### config.mk
export PLATFORM = sky130hd
export DESIGN_NAME = pqed_ram
export DESIGN_NICKNAME = d
export VERILOG_FILES = /design/src/rtl/core/pqed_ram.sv
export SDC_FILE = /design/constraint.sdc
export NUM_CORES = 1
export LEC_CHECK = 0
export BUFFER_PORTS_ARGS = -buffer_cell sky130_fd_sc_hd__buf_4
export CORE_UTILIZATION = 45
export DETAILED_ROUTE_END_ITERATION = 7
export GPL_TIMING_DRIVEN = 0
export SYNTH_ARGS = -nofsm -noshare
export SYNTH_HDL_FRONTEND = slang
export SYNTH_SLANG_ARGS = --single-unit
### constraint.sdc
create_clock -name i_clk -period 7.7 [get_ports i_clk]
set_clock_uncertainty 0.15 [all_clocks]
set_input_delay 1.155 -clock i_clk [delete_from_list [all_inputs] [get_ports i_clk]]
set_output_delay 1.155 -clock i_clk [all_outputs]
set_load 0.01 [all_outputs]
### src/rtl/core/pqed_ram.sv
// Generic single-port-write, single-read synchronous RAM with registered read.
// No dependencies.
`default_nettype none
module pqed_ram #(
    parameter int unsigned WIDTH = 16,
    parameter int unsigned DEPTH = 16
) (
    input  wire logic                     i_clk,
    input  wire logic                     i_we,
    input  wire logic [$clog2(DEPTH)-1:0] i_waddr,
    input  wire logic [WIDTH-1:0]         i_wdata,
    input  wire logic [$clog2(DEPTH)-1:0] i_raddr,
    output logic      [WIDTH-1:0]         o_rdata
);
    logic [WIDTH-1:0] r_mem [DEPTH];
    always_ff @(posedge i_clk) begin
        if (i_we) begin
            r_mem[i_waddr] <= i_wdata;
        end
        o_rdata <= r_mem[i_raddr];
    end
endmodule
`default_nettype wire

# Word level (Yosys, flattened, before mapping)

Memory sizes are Yosys's and may differ from the RTL's. A register that Yosys moved wholly into a read port is not among the register bits.
Cells that the tools add are included.
W data, S select, Z words.

Bits in writable memories: 256
ROM bits: 0
Bits in latches: 0
Input bits: 26
Register bits: 0
Output and inout bits: 16
Memories kept: 1

Memories:

| name  | depth | bits a word | read ports | clocked after Yosys merged registers in | write ports | RTL line | RTL |
|---|---|---|---|---|---|---|---|
| r_mem | 16    | 16          | 1          | 1                                       | 1           | 15       | `logic [WIDTH-1:0] r_mem [DEPTH];` |

$add $sub $neg: 0
Equality and inequality tests: 0
Multipliers: 0
Reduce and logical (&&, ||, !) cells: 0
Order comparisons: 0
Muxes and demuxes: 2
Divide/modulo/power cells: 0
Shifts and indexed selects: 0
Bitwise gates (word level): 0

Operator list:

| cell    | count |
|---|---|
| $mux W1 | 2 |

# Depth between registers and ports, before layout

Word-level depth: 2
Gate-level depth with buffers: 5
Depth with buffers taken out: 3

# Worst setup path before layout

No wires, ideal clock.

Path kind: input port to flip-flop
Start point: input i_waddr[2]
End point: memory r_mem[0][0] (enable)
Arrival: 2.801 ns
Library setup time: 0.409 ns
Setup slack: 4.340 ns
Buffers on the path: 0
Cell stages on the path: 2
Cells stage by stage: or3b_2 -> nor3_1

RTL lines:

| element     | RTL line | RTL |
|---|---|---|
| from (decl) | 10       | `input wire logic [$clog2(DEPTH)-1:0] i_waddr,` |
| to (decl)   | 15       |  |

No word-level cell before the write port.

==> impl_metrics.yaml <==
outcome:
  status: "finished, final reports clean"
pwr:
  sw_frac_of_total_pct: 19.7
  pwr-share-clk_pct: 44.2
  p_leak_nw: 3.97
  intPower_mw: 2.63
  power_frac_comb_pct: 5.1
  power.switching_mw: 0.645
  power_density_mw_per_mm2: 272
  pwr-share-seq_pct: 50.8
  peakVddDrop_mv: 0.185
synth:
  synthTopCellsByCount: "edfxtp_1, mux4_2, a22oi_1"
  synth_seq_cells: 272
  yosysTopAreaCell: "edfxtp_1"
  yosysMostFrequentCell: "edfxtp_1"
  yosys_warnings: 0
  synth-seq-area-share_pct: 79.7
  synth-main-ff-cell: "edfxtp_1"
  async_reset_ff_share_pct: 0
  yosysTopAreaCellShare_pct: 76.5
  post_synth.cell_area_avg_um2: 23.2
  synth_area_leaders: "edfxtp_1, mux4_2, dfxtp_1, mux4_1, a22oi_1"
  synth_cell_types: 19
  syn_nets: 458
  synth_edf_count: 256
  syn_inst: 432
  synth_area_mm2: 0.0100
sta:
  final-hold-violation-count: 0
  report.final.slew_viol_count: 0
  fmax_mhz: 361
  fin_crit_sh_pct: 36.0
  worstMarginPinSlew_ns: 0.958
  finalWorstSetupSlack_ns: 4.93
  tns_ns: 0
  period_needed_ns: 2.77
  setup_violations: 0
  timing.slew.headroom_pct: 36.1
  rsz0062_at_grt: "false"
routing:
  totalWireLength_um: 21300
  vias_per_cell: 5.71
  firstDrtPassIters: 4
  via_count: 4696
  drcViolationCount: 0
  drtAntennaViolNets: 0
  drt_iter0_markers: 453
  wl_per_cell_um: 26.0
worst_setup_path:
  cp-end-kind: "register"
  arrival_ns: 3.02
  crit_path_max_fanout: 10
  cp.required_ns: 7.95
  r2r_setup_slack_ns: 6.14
  startpoint_type: "primary input"
  worstSetupPathType: "in -> reg"
final_layout:
  drive_gt1_share_pct: 35.1
  antenna_cells: 0
  seq_area_mm2: 0.00801
  fill_cells: 1598
  design_area_mm2: 0.0121
  multi_input_area_mm2: 0.00196
  layout.nets: 546
  final_util_pct: 55.2
  area_growth_syn_to_layout_pct: 20.0
grt:
  overflow: 0
  grt_pass1_wl_um: 32200
  grt_pass1_vias: 5143
  grtUsageTotal_pct: 20.2
  grt_max_degree: 17
  antenna_found_initial: 0
worst_hold_path:
  hold_path.class: "reg -> reg"
floorplanning:
  dieWidth_um: 151
  io_pins: 42
  core_mm2: 0.0218
  die_h_um: 151
  fp-row-count: 54
  start_util_pct: 46.0
  dieArea_mm2: 0.0229
clock_network:
  holdBufCountCts: 0
  clkTransAtPathRegs_ns: 0.06
  cts_setup_buffers: 0
  clk_latency_ns: 0.53
  clockBufferDepth: 3
  cts_tree: "yes"
  cts-root-buf: "clkbuf_16"
  cts_num_sinks: 272
  htreeDepth: 1
  post_cts_resize_count: 0
  cts_buffers: 28
place:
  gpl.final_weighted_congestion: 0.704
  port_buffers: 39
  dpl.hpwl_um: 13700
  dpl-instance-area_mm2: 0.0110
  dp_slack_ns: 4.39
job:
  drv_cap: 0
-- power by group through the flow --
stage | combinational [mW] | sequential (mW) | clock (mW)
after floorplan | 0.0807 | 1.70 | 0
after global placement | 0.157 | 1.69 | 0
after detailed placement | 0.169 | 1.69 | 0
after CTS | 0.170 | 1.66 | 1.47
after global routing | 0.180 | 1.67 | 1.53
final | 0.167 | 1.66 | 1.45
-- critical path: stages --
cell and delay [ns]:
buf_2 0.24, buf_1 0.75, mux4_2 0.43, a22oi_1 0.31, nand2_1 0.12
-- area by class of cell --
| cell class | count | area share [%] |
|---|---|---|
| Tap cell | 280 | 2.91 |
| Clock inverter | 13 | 1.41 |
| Clock buffer | 39 | 7.08 |
| Sequential cell | 272 | 66.4 |
| Timing Repair Buffer | 58 | 4.89 |
| Multi-Input combinational cell | 139 | 16.3 |
| Buffer | 21 | 1.03 |
-- flip-flops by register name (all words and copies together), names as in the netlist --
register and cells:
r_mem 256, o_rdata 16
-- placed cells by master, fill, tap and decap left out, drive strengths merged --
cell	Yosys	final
a22oi	32	32
and2	1	1
buf	13	71
bufinv	0	4
clkbuf	8	47
clkinv	0	7
clkinvlp	0	2
dfxtp	16	16
edfxtp	256	256
mux4	64	64
nand2	17	17
nand2b	2	2
nand3	1	1
nand3b	2	2
nor2	13	13
nor2b	2	2
nor3	4	4
or3b	1	1
-- routing by layer --
metal	share of wire [%]	GRT usage [%]	vias up
li1	-	-	2017
met3	4.9	3.37	37
met2	52	34.8	142
met1	41	26.3	2500
met5	0	0	-
met4	2.4	5.85	0
-- path summary, 6_finish.rpt --
check                      from  depth (start not counted)           to
setup reg to reg    r_mem[3][9]                          3   o_rdata[9]
hold / removal    r_mem[14][11]                          3  o_rdata[11]
hold reg to reg   r_mem[14][11]                          3  o_rdata[11]
setup / recovery     i_raddr[1]                          5   o_rdata[9]
-- cell families after synthesis --
kind of cell,after synthesis,share of synthesized area [%]
AO/OA/AOI/OAI,32,2.39
buffers and inverters,21,1.23
flip-flops,272,79.7
multiplexers,64,14.7
AND/OR/NAND/NOR,43,1.92
-- through the flow --
stage	hold WS (ns)	power [mW]	cells
after floorplan	0.485	1.78	432
after global placement	0.513	1.85	751
after detailed placement	0.526	1.86	770
after CTS	0.537	3.30	822
after global routing	0.561	3.37	822
final	0.532	3.28	822
No activity file was read; power rests on OpenSTA's default activity.
