<file path="config.mk">
export PLATFORM = sky130hd
export DESIGN_NAME = pqed_isqrt
export DESIGN_NICKNAME = d
export VERILOG_FILES = /design/src/rtl/core/pqed_pkg.sv /design/src/rtl/core/pqed_isqrt.sv
export SDC_FILE = /design/constraint.sdc
export NUM_CORES = 1
export LEC_CHECK = 0
export ABC_AREA = 1
export BUFFER_PORTS_ARGS = -buffer_cell sky130_fd_sc_hd__buf_2
export CORE_MARGIN = 3
export CORE_UTILIZATION = 60
export CTS_BUF_LIST = sky130_fd_sc_hd__clkbuf_8 sky130_fd_sc_hd__clkbuf_16
export CTS_CLUSTER_SIZE = 25
export DETAILED_ROUTE_END_ITERATION = 6
export GPL_TIMING_DRIVEN = 0
export PLACE_DENSITY = 0.84
export REMOVE_ABC_BUFFERS = 1
export SETUP_SLACK_MARGIN = 0.1
export SYNTH_ARGS = -nofsm -noshare
export SYNTH_HDL_FRONTEND = slang
export SYNTH_SLANG_ARGS = --single-unit
</file>
<file path="constraint.sdc">
create_clock -name i_clk -period 2.56 [get_ports i_clk]
set_input_delay 0.256 -clock i_clk [delete_from_list [all_inputs] [get_ports i_clk]]
set_output_delay 0.256 -clock i_clk [all_outputs]
set_load 0.005 [all_outputs]
</file>
<file path="src/rtl/core/pqed_pkg.sv">
// Package for the product-quantizer encode/distance unit.
// Holds widths, operation codes, state encodings and a helper function; no dependencies.
`default_nettype none
package pqed_pkg;
    localparam int unsigned CB_DEPTH  = 65536;
    localparam int unsigned CB_AW     = 16;
    localparam int unsigned BUF_DEPTH = 16;
    localparam int unsigned BUF_AW    = 4;
    localparam int unsigned VAL_W     = 16;
    localparam int unsigned SQ_W      = 34;
    localparam int unsigned SUM_W     = 41;
    localparam int unsigned DIST_W    = 20;
    localparam int unsigned ENC_W     = 38;

    localparam logic [1:0] OP_WRITE  = 2'd0;
    localparam logic [1:0] OP_ENCODE = 2'd1;
    localparam logic [1:0] OP_DIST   = 2'd2;
    localparam logic [1:0] OP_UNUSED = 2'd3;

    localparam logic [1:0] REG_NUM_SUB  = 2'd0;
    localparam logic [1:0] REG_SUB_DIM  = 2'd1;
    localparam logic [1:0] REG_CODE_BITS = 2'd2;

    typedef enum logic [2:0] {
        t_ST_IDLE, t_ST_SEARCH, t_ST_DRAIN, t_ST_DIST, t_ST_SQRT, t_ST_OUT
    } t_state;

    typedef struct packed {
        logic [1:0]  operation;
        logic [3:0]  subspace;
        logic [7:0]  codeword;
        logic [3:0]  position;
        logic signed [15:0] value;
        logic        last;
    } t_in_item;

    typedef struct packed {
        logic        kind;
        logic [3:0]  result_subspace;
        logic [7:0]  code;
        logic [19:0] distance;
        logic        final_res;
    } t_out_item;

    typedef struct packed {
        logic        start;
        logic [SUM_W-1:0] radicand;
    } t_sqrt_req;

    typedef struct packed {
        logic        busy;
        logic        done;
        logic [DIST_W-1:0] root;
    } t_sqrt_sts;

    function automatic logic [SQ_W-1:0] sq_diff(input logic signed [VAL_W-1:0] a,
                                                input logic signed [VAL_W-1:0] b);
        logic signed [VAL_W:0] d;
        logic [VAL_W:0]        m;
        d = {a[VAL_W-1], a} - {b[VAL_W-1], b};
        m = d[VAL_W] ? (~d + 1'b1) : d;
        sq_diff = SQ_W'(m) * SQ_W'(m);
    endfunction
endpackage
`default_nettype wire

</file>
<file path="src/rtl/core/pqed_isqrt.sv">
// Iterative integer square root, two radicand bits per cycle, saturated to DIST_W.
// Depends on pqed_pkg.
`default_nettype none
module pqed_isqrt (
    input  wire logic                 i_clk,
    input  wire logic                 i_rst_n,
    input  wire pqed_pkg::t_sqrt_req  i_req,
    output pqed_pkg::t_sqrt_sts       o_sts
);
    import pqed_pkg::*;
    localparam int unsigned RW = SUM_W + 1;
    localparam int unsigned STEPS = RW / 2;
    localparam int unsigned QW = STEPS;

    logic [RW-1:0]     r_rem, n_rem;
    logic [QW-1:0]     r_root, n_root;
    logic [RW-1:0]     r_num, n_num;
    logic [4:0]        r_cnt, n_cnt;
    logic              r_busy, r_done;
    logic [RW+1:0]     trial, remsh;

    always_comb begin
        remsh = {r_rem, r_num[RW-1 -: 2]};
        trial = remsh - {r_root, 2'b01};
        n_num = {r_num[RW-3:0], 2'b00};
        n_cnt = r_cnt - 1'b1;
        if (!trial[RW+1]) begin
            n_rem  = trial[RW-1:0];
            n_root = {r_root[QW-2:0], 1'b1};
        end else begin
            n_rem  = remsh[RW-1:0];
            n_root = {r_root[QW-2:0], 1'b0};
        end
    end

    always_ff @(posedge i_clk) begin
        if (!i_rst_n) begin
            r_busy <= 1'b0;
            r_done <= 1'b0;
        end else begin
            r_done <= 1'b0;
            if (i_req.start && !r_busy) begin
                r_busy <= 1'b1;
                r_cnt  <= 5'(STEPS);
            end else if (r_busy) begin
                r_cnt <= n_cnt;
                if (r_cnt == 5'd1) begin
                    r_busy <= 1'b0;
                    r_done <= 1'b1;
                end
            end
        end
        if (i_req.start && !r_busy) begin
            r_num  <= {1'b0, i_req.radicand};
            r_rem  <= '0;
            r_root <= '0;
        end else if (r_busy) begin
            r_num  <= n_num;
            r_rem  <= n_rem;
            r_root <= n_root;
        end
    end

    assign o_sts.busy = r_busy;
    assign o_sts.done = r_done;
    assign o_sts.root = (|r_root[QW-1:DIST_W]) ? {DIST_W{1'b1}} : r_root[DIST_W-1:0];
endmodule
`default_nettype wire

</file>
-- Word level (Yosys, flattened, before mapping)
Cells that the tools add are included.
- flip-flop bits (word level): 112
- input bits: 44
- output and inout port bits: 22
- word-level logic and storage cells: 27
- add/sub/neg operators: 2
- equality and inequality tests: 1
- multiplexer cells: 10
- bitwise operators: 2
- reduce and logical (&&, ||, !) cells: 5
- operator list (cell ; count):
    41-bit 2-to-1 mux ; 2
    44-bit by 23-bit subtractor with 44-bit output ; 1
    42-bit 2-to-1 mux ; 1
    20-bit 2-to-1 mux ; 1
    5-bit by 1-bit == test with 1-bit output, second input constant ; 1
    1-bit 2-to-1 mux ; 5
    5-bit 2-to-1 mux ; 1
    5-bit by 1-bit subtractor with 5-bit output, second input constant ; 1
    3-bit OR reduction ; 1
    1-bit inverter ; 2
    2-bit AND reduction ; 1
    2-bit nonzero test ; 1
    1-bit logical AND ; 1
    1-bit zero test ; 1

-- Longest topological paths before layout
- depth after elaboration: 4
- gate-level depth with buffers: 18
- mapped depth without buffers: 18

-- Worst setup path after synthesis
OpenSTA, ideal clock, no wires.
- path kind: reg-to-reg
- start: reg r_busy
- end: reg r_num[0], enable pin
- library setup time: 421 ps
- data arrival time: 1885 ps
- data required time: 2139 ps
- slack: 253 ps
- cell stages (with the launch flop): 4
- path buffers: 1
- cells stage by stage: dfxtp_1 > nor2_1 > inv_1 > buf_1
- longest elaborated chain between the ends: 3
- ends and longest elaborated chain (what ; RTL line ; text):
    start, declared ; pqed_isqrt.sv:19 ; logic r_busy, r_done;
    start signal, assigned ; pqed_isqrt.sv:38 ; r_busy <= 1'b0;
    start signal, assigned ; pqed_isqrt.sv:43 ; r_busy <= 1'b1;
    start signal, assigned ; pqed_isqrt.sv:48 ; r_busy <= 1'b0;
    1-bit zero test ; pqed_isqrt.sv:53 ; if (i_req.start && !r_busy) begin
    1-bit logical AND ; pqed_isqrt.sv:53 ;
    2-bit nonzero test (no line) (*) ; - ;
    end signal, assigned ; pqed_isqrt.sv:54 ; r_num <= {1'b0, i_req.radicand};
    end signal, assigned ; pqed_isqrt.sv:58 ; r_num <= n_num;
    end, declared ; pqed_isqrt.sv:17 ; logic [RW-1:0] r_num, n_num;
Mark *: on every way between the ends. The rest lies on a longest branch, timed or not.
A chain may end at the register's enable or synchronous reset.

-- Worst setup path in the final report
- start: reg r_rem[14]
- end: reg r_rem[10]
- longest elaborated chain between the ends: 2
- ends and longest elaborated chain (what ; RTL line ; text):
    start, declared ; pqed_isqrt.sv:15 ; logic [RW-1:0] r_rem, n_rem;
    start signal, assigned ; pqed_isqrt.sv:59 ; r_rem <= n_rem;
    44-bit by 23-bit subtractor with 44-bit output ; pqed_isqrt.sv:24 ; trial = remsh - {r_root, 2'b01};
    42-bit 2-to-1 mux ; pqed_isqrt.sv:27 ; if (!trial[RW+1]) begin
Every way passes these cells.

==> impl_metrics.tcl <==
set metrics [dict create \
    rsz0062_at_grt "false" \
    dr.pass1.iters 6 \
    synth_common_cells "562 x nand2_1, 149 x inv_1, 84 x nor2_1" \
    power_density_mw_per_mm2 1316 \
    numCtsBuffers 9 \
    nFillCells 999 \
    hold_path.class "in2reg" \
    crit_chain "ha_1 > nand2_1 > nand2_1 > nand2_1 > nand2_1 > inv_1 > nand2_1 > a21oi_4 > nand4_1 > buf_8 > nand2_8 > nand2_1 > nand2_1 > o21ai_0" \
    pwr-share-clk 0.134 \
    cts_root_buf "clkbuf_16" \
    peakVddDrop_mv 0.6793 \
    synth.largest_area_cell "nand2_1" \
    comb_power_share 0.622 \
    fin_hold_ws_ps 132.3 \
    synthAdderAreaFrac 0.04194 \
    antenna_found_initial 0 \
    synth.top_cells.by_area "nand2_1 29%, edfxtp_1 19%, dfxtp_1 18%" \
    holdBufCountCts 0 \
    num_io_pins 66 \
    post-route-min-period_ps 2401 \
    yosys-mux-area-fraction 0 \
    cp_top_family "simple AND/OR/NAND/NOR gates" \
    n_antenna_cell 0 \
    start_kind "register" \
    start_util 0.6192 \
    min_to "r_done$_SDFF_PP0_" \
    detailed_place_hpwl_mm 12.21 \
    reg2reg_from "r_rem[14]$_SDFFE_PP0P_" \
    worstRegToRegCells 14 \
    clock_sinks 112 \
    synth_enable_flop_cells 46 \
    grt_pass1_vias 6360 \
    preCtsSetupSlack_ps -974.6 \
    die-area_sq_mm 0.01328 \
    routedWlPerCell_um 13.85 \
    fin_crit_sh 0.9378 \
    arrival_ps 2640 \
    worstPathMaxFanout 8 \
    syn2layout_area_growth_pct 13.45 \
    vias 7075 \
    crit_required_ps 2800 \
    cp_num_buf_inv 2 \
    fmax_mhz 416.6 \
    p_leak_nw 4.400 \
    drt_iter0_markers 572 \
    synth-compound-area-share 0.04875 \
    synthFlopType "dfxtp_1" \
    cap_violations 0 \
    ff2ff_setup_slack_ps 160 \
    r2r_end "r_rem[10]$_SDFFE_PP0P_" \
    synth_warnings 0 \
    holdPathStages 3 \
    drc 0 \
    fin_ws_ps 159.3 \
    synth_top_family_by_area "simple AND/OR/NAND/NOR gates" \
    fin_area_sq_mm 0.008124 \
    synthXorXnorAreaFrac 0.02813 \
    placed_area_sq_mm 0.007590 \
    crit_top_cell "nand2_1" \
    pwr-share-seq 0.244 \
    coreArea_sq_mm 0.01156 \
    insertion_delay_ps 360 \
    async_reset_ff_frac 0 \
    p_sw_mw 5.475 \
    place.gp.congestion 0.9767 \
    die-height_um 115.2 \
    synth_cell_type_count 32 \
    htreeDepth 3 \
    switching_share 0.5120 \
    avgSynthCellArea_sq_um 6.320 \
    nNetsFinal 1257 \
    slowest_delay_ps 440 \
    slew_headroom 0.4399 \
    die_w_um 115.2 \
    setup_violations 0 \
    overflow 0 \
    synthSimpleGateAreaFrac 0.4008 \
    grt_max_degree 48 \
    finalHoldViolCount 0 \
    fin_cells 1337 \
    synth.most_common_cell "nand2_1" \
    status "finished, final reports clean" \
    internal_power_mw 5.219 \
    synth-seq-cells 112 \
    portBuffers 65 \
    synth_top_area_share 0.2946 \
    vias_per_cell 5.292 \
    cp-end-kind "register" \
    post_route_cells_drive_above_1_share 0.1097 \
    power_mw 10.69 \
    crit_slowest_cell "dfxtp_1" \
    max-clock-path-buffers 2 \
    hold_start "i_rst_n" \
    ys_seq_area_frac 0.3774 \
    cts_tree "built" \
    num_rows 39 \
    critical_path_class "reg2reg" \
    report.final.slew_viol_count 0 \
    grt_pass1_wl_mm 29.35 \
    fin_skew_ps 9.104 \
    syn_area_sq_mm 0.007161 \
    postRouteWirelength_mm 18.52 \
    tightestPinTransition_ps 839.3 \
    ant_nets 0 \
    path_clk_slew_ps 70 \
    synth_cells 1133 \
    grt_usage 0.2764 \
    dp.cells 1311 \
]
worst max-delay path by stage:
stage	start	endpoint	slack, ps	cells after the start
4_1_cts	r_root[20]$_SDFFE_PP0P_	r_rem[29]$_SDFFE_PP0P_	100	14
3_5_place_dp	r_root[20]$_SDFFE_PP0P_	r_rem[15]$_SDFFE_PP0P_	-970	12
3_3_place_gp	r_busy$_SDFF_PN0_	r_num[13]$_DFFE_PN_	-3900	2
5_1_grt	r_root[18]$_SDFFE_PP0P_	r_rem[10]$_SDFFE_PP0P_	40	13
6_report	r_rem[14]$_SDFFE_PP0P_	r_rem[10]$_SDFFE_PP0P_	160	14
2_1_floorplan	r_busy$_SDFF_PN0_	r_num[0]$_SDFFCE_PN0N_	-1410	2
layout make-up:
cell class                 instances  area, sq um  area share
timing repair buffer              71        422.9     0.05206
clock inverter                     7        70.07    0.008625
inverter                         154        581.8     0.07162
clock buffer                       9        225.2     0.02772
timing repair inverter             1        5.005   0.0006160
multi-input combinational        840         3933      0.4841
tap                              143        178.9     0.02202
sequential                       112         2708      0.3333
metrics by stage:
stage | setup TNS (ps) | utilization
final | 0 | 0.7025
after global routing | 0 | 0.7025
after CTS | 0 | 0.6898
after detailed placement | -35700 | 0.6563
after global placement | -390330 | 0.6490
after floorplan | -116050 | -
kinds of logic after synthesis:
| kind of cell | count (synthesis) |
|---|---|
| and+or+nand+nor | 725 |
| DFF | 112 |
| xor gates and xnor gates | 23 |
| AOI/OAI and AO/OA | 62 |
| adders and majority gates | 24 |
| buffers and inverters | 187 |
placed cells by master, fill, tap and decap left out, types with 2 or more instances in the layout:
master,count
nand2_2,6
edfxtp_1,46
buf_2,65
clkbuf_16,9
xnor2_1,15
nor2_4,3
buf_12,2
clkinv_1,2
dfxtp_1,64
o21ai_1,14
nand2_1,559
inv_2,8
buf_4,2
o21ai_0,11
a21oi_1,11
nor4_1,2
nand2_8,6
nand3_1,43
nor3_1,9
xor2_1,8
nand4_1,11
ha_2,3
ha_1,19
nor2_2,6
ha_4,2
inv_1,146
nand2_4,2
nor2_1,79
o22ai_1,21
what timing repair did:
action / CTS / global route
resized for setup: 10 / 22
setup endpoints to repair: 43 / 65
pin swaps: 2 / 10
buffers inserted: 2 / 1
cloned: 3 / 4
worst min-delay path, cell delays in order:
cell and delay [ps]:
buf_2 90, inv_1 60, nor2_1 40
flip-flops by register name, summed over array words and instances (netlist names):
signal,count
r_root,21
r_busy,1
r_num,42
r_cnt,5
r_done,1
r_rem,42
per-layer routing:
layer / global-route usage / part of all wire / vias up
met5: 0 / 0 / -
met4: 0.1025 / 0.036 / 0
met3: 0.06526 / 0.086 / 60
met2: 0.4541 / 0.46 / 297
met1: 0.3550 / 0.42 / 3117
li1: - / - / 3601
power groups by stage:
stage,Sequential (mW),Clock (mW),Combinational (mW)
final,2.61,1.44,6.65
after global routing,2.65,1.52,7.50
after CTS,2.58,1.45,6.22
after detailed placement,2.61,0,5.95
after global placement,2.62,0,5.82
after floorplan,2.53,0,4.71
No activity file was read; power rests on OpenSTA's default activity.
